[config.mk]
export PLATFORM = sky130hd
export DESIGN_NAME = triangle_affine_transform_unit
export DESIGN_NICKNAME = d
export VERILOG_FILES = /design/src/taft_pkg.sv /design/src/triangle_affine_transform_unit.sv
export SDC_FILE = /design/constraint.sdc
export NUM_CORES = 2
export LEC_CHECK = 0
export BUFFER_PORTS_ARGS = -buffer_cell sky130_fd_sc_hd__buf_4
export CORE_MARGIN = 5
export CORE_UTILIZATION = 45
export DETAILED_ROUTE_END_ITERATION = 12
export GPL_ROUTABILITY_DRIVEN = 0
export PLACE_DENSITY = 0.62
export RECOVER_POWER = 50
export REMOVE_ABC_BUFFERS = 1
export SLEW_MARGIN = 20
export SYNTH_ARGS = -nofsm -noshare
export SYNTH_HDL_FRONTEND = slang
export SYNTH_SLANG_ARGS = --single-unit
export TNS_END_PERCENT = 30
[constraint.sdc]
create_clock -name aclk -period 12.6 [get_ports aclk]
set_clock_uncertainty 0.2 [all_clocks]
set_input_delay 0.63 -clock aclk [delete_from_list [all_inputs] [get_ports aclk]]
set_output_delay 0.63 -clock aclk [all_outputs]
set_load 0.02 [all_outputs]
[src/taft_pkg.sv]
`timescale 1ns / 1ps
// Shared types, codes and constants for the triangle affine transform unit.
// No dependencies; imported by the top level and its port checker.
package taft_pkg;

    localparam int NUM_VERTICES       = 3;
    localparam int COORD_BITS_DEFAULT = 16;
    localparam int IO_COORD_W         = 16;
    localparam int VIDX_W             = 2;

    localparam int S_TDATA_W = 48;
    localparam int S_TUSER_W = 5;
    localparam int M_TDATA_W = 32;
    localparam int M_TUSER_W = 3;

    typedef enum logic [2:0] {
        CMD_LOAD      = 3'd0,
        CMD_TRANSLATE = 3'd1,
        CMD_SCALE     = 3'd2,
        CMD_MIRROR    = 3'd3,
        CMD_SHEAR     = 3'd4,
        CMD_ROTATE    = 3'd5
    } cmd_t;

    localparam logic [1:0] AXIS_X      = 2'd0;
    localparam logic [1:0] AXIS_Y      = 2'd1;
    localparam logic [1:0] INVALID_SEL = 2'd3;

    localparam logic [VIDX_W-1:0] VIDX_LAST = VIDX_W'(NUM_VERTICES - 1);

    // Coefficient width: Q1.15 sine/cosine including the exact +/-1.0 value.
    localparam int COEF_W = 17;

    // Angle reduction: bias by 92 turns so the value is never negative, then
    // take the quotient by 360 through a reciprocal multiply.
    localparam int ANGLE_U_W         = 17;
    localparam int ANGLE_BIAS        = 33120;
    localparam int ANGLE_RECIP       = 46604;
    localparam int ANGLE_RECIP_SHIFT = 24;
    localparam int ANGLE_Q_W         = 8;
    localparam int ANGLE_W           = 9;

    localparam int DEG_90  = 90;
    localparam int DEG_180 = 180;
    localparam int DEG_270 = 270;
    localparam int DEG_360 = 360;

    localparam int Q15_SHIFT = 15;
    localparam int Q15_HALF  = 16384;

    localparam int VX_INIT [NUM_VERTICES] = '{300, 500, 400};
    localparam int VY_INIT [NUM_VERTICES] = '{340, 340, 140};

    localparam logic [15:0] SIN_Q15 [91] = '{
        16'd0,     16'd572,   16'd1144,  16'd1715,  16'd2286,  16'd2856,  16'd3425,
        16'd3993,  16'd4560,  16'd5126,  16'd5690,  16'd6252,  16'd6813,  16'd7371,
        16'd7927,  16'd8481,  16'd9032,  16'd9580,  16'd10126, 16'd10668, 16'd11207,
        16'd11743, 16'd12275, 16'd12803, 16'd13328, 16'd13848, 16'd14365, 16'd14876,
        16'd15384, 16'd15886, 16'd16384, 16'd16877, 16'd17364, 16'd17847, 16'd18324,
        16'd18795, 16'd19261, 16'd19720, 16'd20174, 16'd20622, 16'd21063, 16'd21498,
        16'd21926, 16'd22348, 16'd22763, 16'd23170, 16'd23571, 16'd23965, 16'd24351,
        16'd24730, 16'd25102, 16'd25466, 16'd25822, 16'd26170, 16'd26510, 16'd26842,
        16'd27166, 16'd27482, 16'd27789, 16'd28088, 16'd28378, 16'd28660, 16'd28932,
        16'd29197, 16'd29452, 16'd29698, 16'd29935, 16'd30163, 16'd30382, 16'd30592,
        16'd30792, 16'd30983, 16'd31164, 16'd31336, 16'd31499, 16'd31651, 16'd31795,
        16'd31928, 16'd32052, 16'd32166, 16'd32270, 16'd32365, 16'd32449, 16'd32524,
        16'd32588, 16'd32643, 16'd32688, 16'd32723, 16'd32748, 16'd32763, 16'd32768
    };

    // Sine of a whole angle 0..359 in Q1.15, folded onto the quarter table.
    function automatic logic signed [COEF_W-1:0] sin_deg(input logic [ANGLE_W-1:0] a);
        logic [ANGLE_W-1:0]       idx;
        logic                     neg;
        logic signed [COEF_W-1:0] mag;
        if (a <= ANGLE_W'(DEG_90)) begin
            idx = a;
            neg = 1'b0;
        end else if (a <= ANGLE_W'(DEG_180)) begin
            idx = ANGLE_W'(DEG_180) - a;
            neg = 1'b0;
        end else if (a <= ANGLE_W'(DEG_270)) begin
            idx = a - ANGLE_W'(DEG_180);
            neg = 1'b1;
        end else begin
            idx = ANGLE_W'(DEG_360) - a;
            neg = 1'b1;
        end
        mag = signed'({1'b0, SIN_Q15[idx[6:0]]});
        return neg ? -mag : mag;
    endfunction

endpackage

[src/triangle_affine_transform_unit.sv]
`timescale 1ns / 1ps
// Triangle affine transform unit: three stored vertices, one command per request,
// three result requests out (vertex 0, 1, 2; the third carries tlast). Uses taft_pkg.
// Load and invalid requests skip the arithmetic; translate, scale, mirror and shear take
// one product per coordinate, and rotate reduces the angle, then takes two, all on one
// shared 17-bit-coefficient multiplier that runs one product at a time.
// Reset (aresetn low, synchronous) restores the vertex triangle and empties the output.
module triangle_affine_transform_unit #(
    parameter int COORD_BITS = taft_pkg::COORD_BITS_DEFAULT
) (
    input  logic                           aclk,
    input  logic                           aresetn,
    // input requests
    input  logic                           s_tvalid,
    output logic                           s_tready,
    input  logic [taft_pkg::S_TDATA_W-1:0] s_tdata,   // param_a, param_b, angle_deg
    input  logic [taft_pkg::S_TUSER_W-1:0] s_tuser,   // cmd[2:0], ref_select[4:3]
    // result requests
    output logic                           m_tvalid,
    input  logic                           m_tready,
    output logic [taft_pkg::M_TDATA_W-1:0] m_tdata,   // vertex_x_out, vertex_y_out
    output logic [taft_pkg::M_TUSER_W-1:0] m_tuser,   // vertex_index[1:0], status[2]
    output logic                           m_tlast
);
    import taft_pkg::*;

    // Multiplier operand A must hold a coordinate difference and the biased angle.
    localparam int A_W    = (COORD_BITS + 1 > ANGLE_U_W + 1) ? COORD_BITS + 1 : ANGLE_U_W + 1;
    localparam int PROD_W = A_W + COEF_W;
    localparam int ACC_W  = PROD_W + 1;
    localparam int FIN_W  = ACC_W + 1;

    typedef enum logic [3:0] {
        ST_IDLE,     // take a request
        ST_ANG_MUL,  // biased angle times reciprocal of 360
        ST_ANG_REM,  // remainder by 360
        ST_TRIG,     // sine and cosine lookup
        ST_OPND,     // register multiplier operands
        ST_MUL,      // one product
        ST_ACC,      // accumulate product
        ST_ROUND,    // Q1.15 round half away from zero
        ST_FIN,      // add offset, saturate, write coordinate
        ST_EMIT      // hand vertex to output register
    } state_t;

    state_t state_reg;

    // Vertex store
    logic signed [COORD_BITS-1:0] vx_reg [NUM_VERTICES];
    logic signed [COORD_BITS-1:0] vy_reg [NUM_VERTICES];

    // Request fields held for the whole command
    cmd_t                    cmd_reg;
    logic [1:0]              sel_reg;
    logic signed [15:0]      pa_reg;
    logic signed [15:0]      pb_reg;
    logic                    bad_reg;
    logic                    compute_reg;
    logic signed [COORD_BITS-1:0] xr_reg;
    logic signed [COORD_BITS-1:0] yr_reg;
    logic signed [COORD_BITS-1:0] xold_reg;
    logic [ANGLE_W-1:0]      ang_reg;
    logic signed [COEF_W-1:0] s_reg;
    logic signed [COEF_W-1:0] c_reg;

    // Sequencer position
    logic [VIDX_W-1:0]       vidx_reg;
    logic                    coord_reg;   // 0 x, 1 y
    logic                    term_reg;    // product number within a coordinate

    // Shared arithmetic unit
    logic signed [A_W-1:0]    opa_reg;
    logic signed [COEF_W-1:0] opb_reg;
    logic signed [PROD_W-1:0] prod_reg;
    logic signed [ACC_W-1:0]  acc_reg;

    // Output register
    logic                    m_tvalid_reg;
    logic signed [IO_COORD_W-1:0] mx_reg;
    logic signed [IO_COORD_W-1:0] my_reg;
    logic [VIDX_W-1:0]       midx_reg;
    logic                    mstatus_reg;
    logic                    mlast_reg;

    // Input field unpacking
    logic [2:0]         s_cmd;
    logic [1:0]         s_sel;
    logic signed [15:0] s_param_a;
    logic signed [15:0] s_param_b;
    logic signed [15:0] s_angle;
    logic               s_bad;
    logic               s_compute;
    logic signed [ANGLE_U_W:0] ang_wide;

    assign s_cmd     = s_tuser[2:0];
    assign s_sel     = s_tuser[4:3];
    assign s_param_a = s_tdata[15:0];
    assign s_param_b = s_tdata[31:16];
    assign s_angle   = s_tdata[47:32];

    // Translate ignores the reference; every other valid command rejects code 3.
    assign s_bad     = (s_cmd > CMD_ROTATE) || ((s_cmd != CMD_TRANSLATE) && (s_sel == INVALID_SEL));
    assign s_compute = !s_bad && (s_cmd != CMD_LOAD);
    assign ang_wide  = (ANGLE_U_W + 1)'(s_angle) + (ANGLE_U_W + 1)'(ANGLE_BIAS);

    function automatic logic signed [COORD_BITS-1:0] sat_coord(input logic signed [FIN_W-1:0] v);
        logic ovf;
        ovf = (v[FIN_W-1:COORD_BITS-1] != '0) && (v[FIN_W-1:COORD_BITS-1] != '1);
        if (!ovf) begin
            return v[COORD_BITS-1:0];
        end else if (v[FIN_W-1]) begin
            return {1'b1, {(COORD_BITS - 1){1'b0}}};
        end else begin
            return {1'b0, {(COORD_BITS - 1){1'b1}}};
        end
    endfunction

    // Current vertex and differences to the reference vertex
    logic signed [COORD_BITS-1:0] x_cur;
    logic signed [COORD_BITS-1:0] y_cur;
    logic signed [COORD_BITS-1:0] x_src;
    logic signed [A_W-1:0]        dx;
    logic signed [A_W-1:0]        dy;
    logic signed [A_W-1:0]        opa_sel;
    logic signed [COEF_W-1:0]     opb_sel;
    logic signed [FIN_W-1:0]      off_sel;
    logic                         x_active;
    logic                         y_active;

    assign x_cur = vx_reg[vidx_reg];
    assign y_cur = vy_reg[vidx_reg];
    // In the y pass, dx works from the x value before this command touched it.
    assign x_src = coord_reg ? xold_reg : x_cur;
    assign dx    = A_W'(x_src) - A_W'(xr_reg);
    assign dy    = A_W'(y_cur) - A_W'(yr_reg);

    // Axis modes for mirror and shear
    assign x_active = (sel_reg != AXIS_Y);
    assign y_active = (sel_reg != AXIS_X);

    // Operand and offset selection per command, coordinate and term
    always_comb begin
        opa_sel = A_W'(x_cur);
        opb_sel = COEF_W'(1);
        off_sel = '0;
        case (cmd_reg)
            CMD_TRANSLATE: begin
                opa_sel = coord_reg ? A_W'(y_cur) : A_W'(x_cur);
                off_sel = coord_reg ? FIN_W'(pb_reg) : FIN_W'(pa_reg);
            end
            CMD_SCALE: begin
                opa_sel = coord_reg ? dy : dx;
                opb_sel = coord_reg ? COEF_W'(pb_reg) : COEF_W'(pa_reg);
                off_sel = coord_reg ? FIN_W'(yr_reg) : FIN_W'(xr_reg);
            end
            CMD_MIRROR: begin
                opa_sel = coord_reg ? A_W'(y_cur) : A_W'(x_cur);
                if (coord_reg ? y_active : x_active) begin
                    opb_sel = COEF_W'(-1);
                end
            end
            CMD_SHEAR: begin
                // y pass multiplies the freshly written x
                opa_sel = coord_reg ? A_W'(x_cur) : A_W'(y_cur);
                if (coord_reg ? y_active : x_active) begin
                    opb_sel = coord_reg ? COEF_W'(pb_reg) : COEF_W'(pa_reg);
                end else begin
                    opb_sel = '0;
                end
                off_sel = coord_reg ? FIN_W'(y_cur) : FIN_W'(x_cur);
            end
            CMD_ROTATE: begin
                // x = dx*c - dy*s, y = dx*s + dy*c
                opa_sel = term_reg ? dy : dx;
                if (coord_reg) begin
                    opb_sel = term_reg ? c_reg : s_reg;
                end else begin
                    opb_sel = term_reg ? -s_reg : c_reg;
                end
                off_sel = coord_reg ? FIN_W'(yr_reg) : FIN_W'(xr_reg);
            end
            default: begin
                opa_sel = A_W'(x_cur);
            end
        endcase
    end

    // Shared multiplier and its helpers
    logic signed [PROD_W-1:0]    prod_mul;
    logic signed [ACC_W-1:0]     acc_rnd;
    logic signed [FIN_W-1:0]     fin_sum;
    logic signed [COORD_BITS-1:0] fin_coord;
    logic [ANGLE_Q_W-1:0]        ang_q;
    logic [ANGLE_U_W-1:0]        ang_rem;
    logic [ANGLE_W-1:0]          cos_arg;

    assign prod_mul  = opa_reg * opb_reg;
    assign acc_rnd   = acc_reg + (acc_reg[ACC_W-1] ? ACC_W'(Q15_HALF - 1) : ACC_W'(Q15_HALF));
    assign fin_sum   = FIN_W'(acc_reg) + off_sel;
    assign fin_coord = sat_coord(fin_sum);
    assign ang_q     = prod_reg[ANGLE_RECIP_SHIFT +: ANGLE_Q_W];
    assign ang_rem   = opa_reg[ANGLE_U_W-1:0] - ANGLE_U_W'(ang_q) * ANGLE_U_W'(DEG_360);
    assign cos_arg   = (ang_reg >= ANGLE_W'(DEG_270)) ? ang_reg - ANGLE_W'(DEG_270)
                                                      : ang_reg + ANGLE_W'(DEG_90);

    always_ff @(posedge aclk) begin
        if (!aresetn) begin
            state_reg    <= ST_IDLE;
            m_tvalid_reg <= 1'b0;
            for (int i = 0; i < NUM_VERTICES; i++) begin
                vx_reg[i] <= COORD_BITS'(VX_INIT[i]);
                vy_reg[i] <= COORD_BITS'(VY_INIT[i]);
            end
        end else begin
            // drop the output once taken; EMIT handles the output register itself
            if (m_tready && (state_reg != ST_EMIT)) begin
                m_tvalid_reg <= 1'b0;
            end

            unique case (state_reg)
                ST_IDLE: begin
                    if (s_tvalid) begin
                        cmd_reg     <= cmd_t'(s_cmd);
                        sel_reg     <= s_sel;
                        pa_reg      <= s_param_a;
                        pb_reg      <= s_param_b;
                        bad_reg     <= s_bad;
                        compute_reg <= s_compute;
                        vidx_reg    <= '0;
                        coord_reg   <= 1'b0;
                        term_reg    <= 1'b0;
                        if (s_sel != INVALID_SEL) begin
                            xr_reg <= vx_reg[s_sel];
                            yr_reg <= vy_reg[s_sel];
                        end
                        // angle reduction operands
                        opa_reg <= A_W'(ang_wide);
                        opb_reg <= COEF_W'(ANGLE_RECIP);
                        if (!s_bad && (s_cmd == CMD_LOAD)) begin
                            vx_reg[s_sel] <= sat_coord(FIN_W'(s_param_a));
                            vy_reg[s_sel] <= sat_coord(FIN_W'(s_param_b));
                        end
                        if (s_compute && (s_cmd == CMD_ROTATE)) begin
                            state_reg <= ST_ANG_MUL;
                        end else if (s_compute) begin
                            state_reg <= ST_OPND;
                        end else begin
                            state_reg <= ST_EMIT;
                        end
                    end
                end
                ST_ANG_MUL: begin
                    prod_reg  <= prod_mul;
                    state_reg <= ST_ANG_REM;
                end
                ST_ANG_REM: begin
                    // one correction step covers any reciprocal error
                    if (ang_rem >= ANGLE_U_W'(DEG_360)) begin
                        ang_reg <= ANGLE_W'(ang_rem - ANGLE_U_W'(DEG_360));
                    end else begin
                        ang_reg <= ANGLE_W'(ang_rem);
                    end
                    state_reg <= ST_TRIG;
                end
                ST_TRIG: begin
                    s_reg     <= sin_deg(ang_reg);
                    c_reg     <= sin_deg(cos_arg);
                    state_reg <= ST_OPND;
                end
                ST_OPND: begin
                    opa_reg   <= opa_sel;
                    opb_reg   <= opb_sel;
                    state_reg <= ST_MUL;
                end
                ST_MUL: begin
                    prod_reg  <= prod_mul;
                    state_reg <= ST_ACC;
                end
                ST_ACC: begin
                    acc_reg <= (term_reg ? acc_reg : '0) + ACC_W'(prod_reg);
                    if ((cmd_reg == CMD_ROTATE) && !term_reg) begin
                        term_reg  <= 1'b1;
                        state_reg <= ST_OPND;
                    end else if (cmd_reg == CMD_ROTATE) begin
                        state_reg <= ST_ROUND;
                    end else begin
                        state_reg <= ST_FIN;
                    end
                end
                ST_ROUND: begin
                    acc_reg   <= acc_rnd >>> Q15_SHIFT;
                    state_reg <= ST_FIN;
                end
                ST_FIN: begin
                    term_reg <= 1'b0;
                    if (!coord_reg) begin
                        xold_reg         <= x_cur;
                        vx_reg[vidx_reg] <= fin_coord;
                        coord_reg        <= 1'b1;
                        state_reg        <= ST_OPND;
                    end else begin
                        vy_reg[vidx_reg] <= fin_coord;
                        state_reg        <= ST_EMIT;
                    end
                end
                ST_EMIT: begin
                    // hold until the output register is free
                    if (!m_tvalid_reg || m_tready) begin
                        m_tvalid_reg <= 1'b1;
                        mx_reg       <= IO_COORD_W'(x_cur);
                        my_reg       <= IO_COORD_W'(y_cur);
                        midx_reg     <= vidx_reg;
                        mstatus_reg  <= bad_reg;
                        mlast_reg    <= (vidx_reg == VIDX_LAST);
                        if (vidx_reg == VIDX_LAST) begin
                            state_reg <= ST_IDLE;
                        end else begin
                            vidx_reg  <= vidx_reg + VIDX_W'(1);
                            coord_reg <= 1'b0;
                            term_reg  <= 1'b0;
                            state_reg <= compute_reg ? ST_OPND : ST_EMIT;
                        end
                    end
                end
                default: begin
                    state_reg <= ST_IDLE;
                end
            endcase
        end
    end

    assign s_tready = (state_reg == ST_IDLE);
    assign m_tvalid = m_tvalid_reg;
    assign m_tdata  = {my_reg, mx_reg};
    assign m_tuser  = {mstatus_reg, midx_reg};
    assign m_tlast  = mlast_reg;

endmodule

; ---- After elaboration in Yosys (flattened, before gate mapping)
; Memory sizes are Yosys's and may differ from the RTL's. A register that Yosys moved wholly into a read port is not among the register bits.
; Cells that the tools add are included.
[word_totals]
inputBits = 57
elab_cells = 253
ramBits = 96
out_inout_bits = 38
memories = 4
rom_bits = 4096
regBits = 249
[op_classes]
n_mul = 2
eq_ne = 28
mux = 116
order_cmp = 11
addsub = 20
n_reduce_logical = 44
bitwise = 2
[memory_table]
columns = name, words, width, rd, rd_ports_with_merged_regs, write_ports, line
row1 = (no name shown), 128, 16, 1, 0, 0, taft_pkg.sv:88  ; mag = signed'({1'b0, SIN_Q15[idx[6:0]]});
row2 = (no name shown), 128, 16, 1, 0, 0, taft_pkg.sv:88
row3 = vx_reg, 3, 16, 2, 2, 3, triangle_affine_transform_unit.sv:49  ; logic signed [COORD_BITS-1:0] vx_reg [NUM_VERTICES];
row4 = vy_reg, 3, 16, 2, 2, 3, triangle_affine_transform_unit.sv:50  ; logic signed [COORD_BITS-1:0] vy_reg [NUM_VERTICES];
[op_table]
columns = op, count
row1 = 16-bit two-way mux, 25
row2 = 17-bit two-way mux, 7
row3 = 37-bit two-way mux, 3
row4 = 37-bit case mux with 3 select lines, 1
row5 = 18-bit two-way mux, 5
row6 = 18-bit case mux with 4 select lines, 1
row7 = 36-bit case mux with 2 select lines, 1
row8 = 7-bit two-way mux, 10
row9 = 17-bit case mux with 4 select lines, 1
row10 = "22-bit != test, second input constant", 3
row11 = 16-bit OR reduction, 4
row12 = 4-bit case mux with 10 select lines, 1
row13 = 36-bit by 37-bit adder with 37-bit output, 1
row14 = 36-bit by 16-bit adder with 36-bit output, 1
row15 = 36-bit adder, 1
row16 = 36-bit two-way mux, 1
row17 = 4-bit two-way mux, 9
row18 = 18-bit case mux with 2 select lines, 1
row19 = 18-bit by 17-bit multiplier with 35-bit output, 1
row20 = 1-bit two-way mux, 34
row21 = 16-bit negator with 17-bit output, 2
row22 = 17-bit case mux with 2 select lines, 1
row23 = 16-bit by 16-bit subtractor with 17-bit output, 2
row24 = 22-bit nonzero test, 1
row25 = other kinds (50), 106

; ---- Depth between registers and ports, before layout
[depth]
depth_word = 14
depth_mapped = 28

; ---- Least setup slack after synthesis
; OpenSTA, ideal clock, no wires.
[synth_path]
path_kind = flip-flop to flip-flop
start = reg with a tool-made name
end = mem vx_reg[0][5] (netlist bit), data pin
stages_incl_launch_ff = 25
path_slack_ns = 4.871
arrival_time_ns = 7.267
required_ns = 12.138
n_path_buf = 3
path_cell_list = dfxtp_1 clkbuf_1 buf_1 buf_1 mux4_2 nand2_1 o21ai_0 a22oi_1 o22ai_1 ha_1 fa_1 a21o_1 a21oi_1 o21ai_0 a31oi_1 a2bb2oi_1 o311ai_0 a21boi_0 xnor2_1 nand2_1 or4_1 nor4_1 a41oi_1 a21o_1 or2_2
[synth_lines]
columns = item, line
row1 = end: declaration, triangle_affine_transform_unit.sv:49

==> run metrics <==
status finished, violations left; violated checks capacitance limit, slew limit; Synth Area in XOR/XNOR 0.0410; # nets final 5,266; Max stage delay on crit path 1.50 ns; first-pass GRT wire length 211 mm; Mapped Cells 4,623; Distinct cells, synth 103; vias 36,200; placed insts 5,821; Post-synth EDFFs 404; Max-Cap Viols 14; Critical Path Source Type flop; met3 Use GR 0.0459; fin cells 5,916; final-report max-slew violation count 460; RSZ-0062 raised after global routing false; total global routing overflow 0; overall routed net length 138 mm; initial antenna violation count 7; die width 322 µm; Most Crowded Layer GR met2; Post-Synth Simple-Gate Area 0.151; critical path class flop to flop; Adder-Cell Fraction of Synth Area 0.231; maximum number of pins on one net before global-route repair 56; Hold Crit Class primary input to flop; hold_buf cts 3; fillers 9,117; Clk pin slew, worst setup/hold paths 0.06 ns; pre-CTS WS 3.76 ns; vias in the first global route 34,700; Reg2Reg Depth 24; Slew HR -0.954; Critical-path top delay cell clkbuf_1; Final Critical Period 10.10 ns; Top FF cell, synth edfxtp_1; ys async rst share 0; CTS buffer count 47; crit-path cells buf_4 -> clkbuf_1 -> inv_1 -> buf_4 -> nand2_1 -> o21ai_0 -> a22oi_1 -> o22ai_1 -> ha_1 -> fa_1 -> a21o_1 -> a21oi_1 -> o21ai_0 -> a31oi_1 -> a2bb2oi_1 -> o311ai_0 -> a21boi_0 -> xnor2_1 -> nand2_1 -> or4_1 -> nor4_2 -> a41oi_1 -> a21o_1 -> or2_2; Post-CTS Setup Bufs 0; most frequent cells in the layout inv_1, nand2_1, edfxtp_1, fa_1, ha_1; setup TNS 0 ns; Longest Clk Path Bufs 3; Ports 95; mapped cell area 0.0438 mm²; Synth area leaders edfxtp_1, fa_1, ha_1; DPL Wire Length 104 mm; met2 Track Usage GR 0.403; layout cells sized above 1 0.0626; register area share after synthesis 0.280; PortBufs 94; CTS tree built; GRT Resource Usage Total 0.259; first-iteration detailed-routing DRC count 4,466; f_max 99.0 MHz; final setup violation count 0; DRT Pass-1 Iters 6; area delta synth->final 7.04%; hold depth 1; main combinational cell family by area after synthesis adder cells; final worst slack 2.50 ns; Util after Layout 0.485; Worst setup EP type flop; Core Region 0.0967 mm²; Multi-input gate area 0.0287 mm²; Period Utilization, post-route 0.801; Via density 6.12; DIE HEIGHT 322 µm; Avg Inst Size Synth 9.47 µm²; top cell type's share of synthesized area 0.277; Worst Path Required 12.76 ns; GR Util met1 0.375; post-synthesis mux area share 0.0588; Hold Fails Final Rpt 0; CTS resizes 0; CTS root buf clkbuf_16; starting density of the core 0.453; Crit Path Max Fanout 41; Slew @ Worst Pin 2.93 ns; DRC viols 0; FF+latch area 0.0123 mm²; Ys Warns 0; clk sink count 411; H-tree lvl count 2; die area 0.104 mm²; cell taking the most area after synthesis edfxtp_1; clk_lat worst skew 0.61 ns; commonest non-fill, non-tap cell in the layout inv_1; Arrival @ worst endpoint 10.25 ns; Std-Cell Rows 114; wire per inst 23.3 µm; number of synthesized register bits 411; Compound-Gate Fraction of Synth Area 0.172; Routed Antenna Nets 0
==> metal layers <==
metal / share of wire / vias up / wire (µm)
li1: - / 16400 / -
met1: 0.42 / 17800 / 58200
met2: 0.45 / 1794 / 61700
met3: 0.098 / 289 / 13500
met4: 0.031 / 4 / 4250
met5: 0.00020 / - / 27
==> stage by stage <==
step / instance area (µm²) / hold slack, ns
2_1_floorplan: 42800 / 0.200
5_1_grt: 46900 / 0.131
6_report: 46900 / 0.151
3_5_place_dp: 45700 / 0.212
4_1_cts: 47200 / 0.0177
3_3_place_gp: 45700 / 0.210
==> final cells by class <==
type,instances,area share
Multi-Input combinational cell,3465,0.612
Sequential cell,411,0.262
Inverter,512,0.0410
Tap cell,1276,0.0341
Clock buffer,57,0.0259
Timing Repair Buffer,161,0.0189
Clock inverter,29,0.00606
Antenna cell,5,0.000267
==> path summary, 6_finish.rpt <==
kind	start	endpoint	slack [ns]
worst min-delay path	s_tdata[22]	pb_reg[6]	0.15
worst min register to register	bad_reg	mstatus_reg	0.23
worst max-delay path	coord_reg	vx_reg[0][5]	2.50
worst max register to register	coord_reg	vx_reg[0][5]	2.50
==> cell families (layout without fill, tap and decap cells) <==
group,count (synthesis),count (layout)
DFF,411,411
muxes,165,165
other,0,5
adders and majority gates,612,612
buffers and inverters,747,759
xor gates and xnor gates,205,205
AOI/OAI and AO/OA,1110,1110
and+or+nand+nor,1373,1373
==> worst max-delay path: cells and delay by family (launching register included) <==
family                   cells  cell delay, ns
AO/OA/AOI/OAI               12            3.92
buffers and inverters        4            2.44
AND/OR/NAND/NOR              5            2.00
adder cells (fa/ha/maj)      2            0.69
flip-flops                   1            0.36
XOR/XNOR                     1            0.18
==> synthesized netlist by cell type, types with 12 or more instances <==
cell / count
nor2b_1: 36
nand2b_1: 50
mux2i_1: 76
a21boi_0: 25
a221o_1: 12
nand3b_1: 12
mux2_2: 16
edfxtp_1: 404
nor4_1: 19
clkbuf_1: 172
o21bai_1: 22
or4_1: 13
o31a_1: 17
a21oi_1: 238
nand3_1: 101
a21o_1: 74
o31ai_1: 29
o211ai_1: 52
fa_1: 326
inv_1: 508
a221oi_1: 21
and3_1: 24
or3_1: 18
xnor2_1: 137
nand2_1: 481
ha_1: 285
a32oi_1: 12
o21a_1: 28
nand4_1: 18
buf_1: 21
xor2_1: 68
o2111ai_1: 14
mux4_2: 72
a22oi_1: 26
nor2_1: 272
a211oi_1: 57
a31oi_1: 41
o22ai_1: 46
o221ai_1: 21
buf_2: 33
o21ai_0: 229
and2_1: 207
nor3_1: 73
or2_2: 14
Power is not shown: default switching activity piles up to over one toggle a cycle in this logic, so the estimate is an artifact.
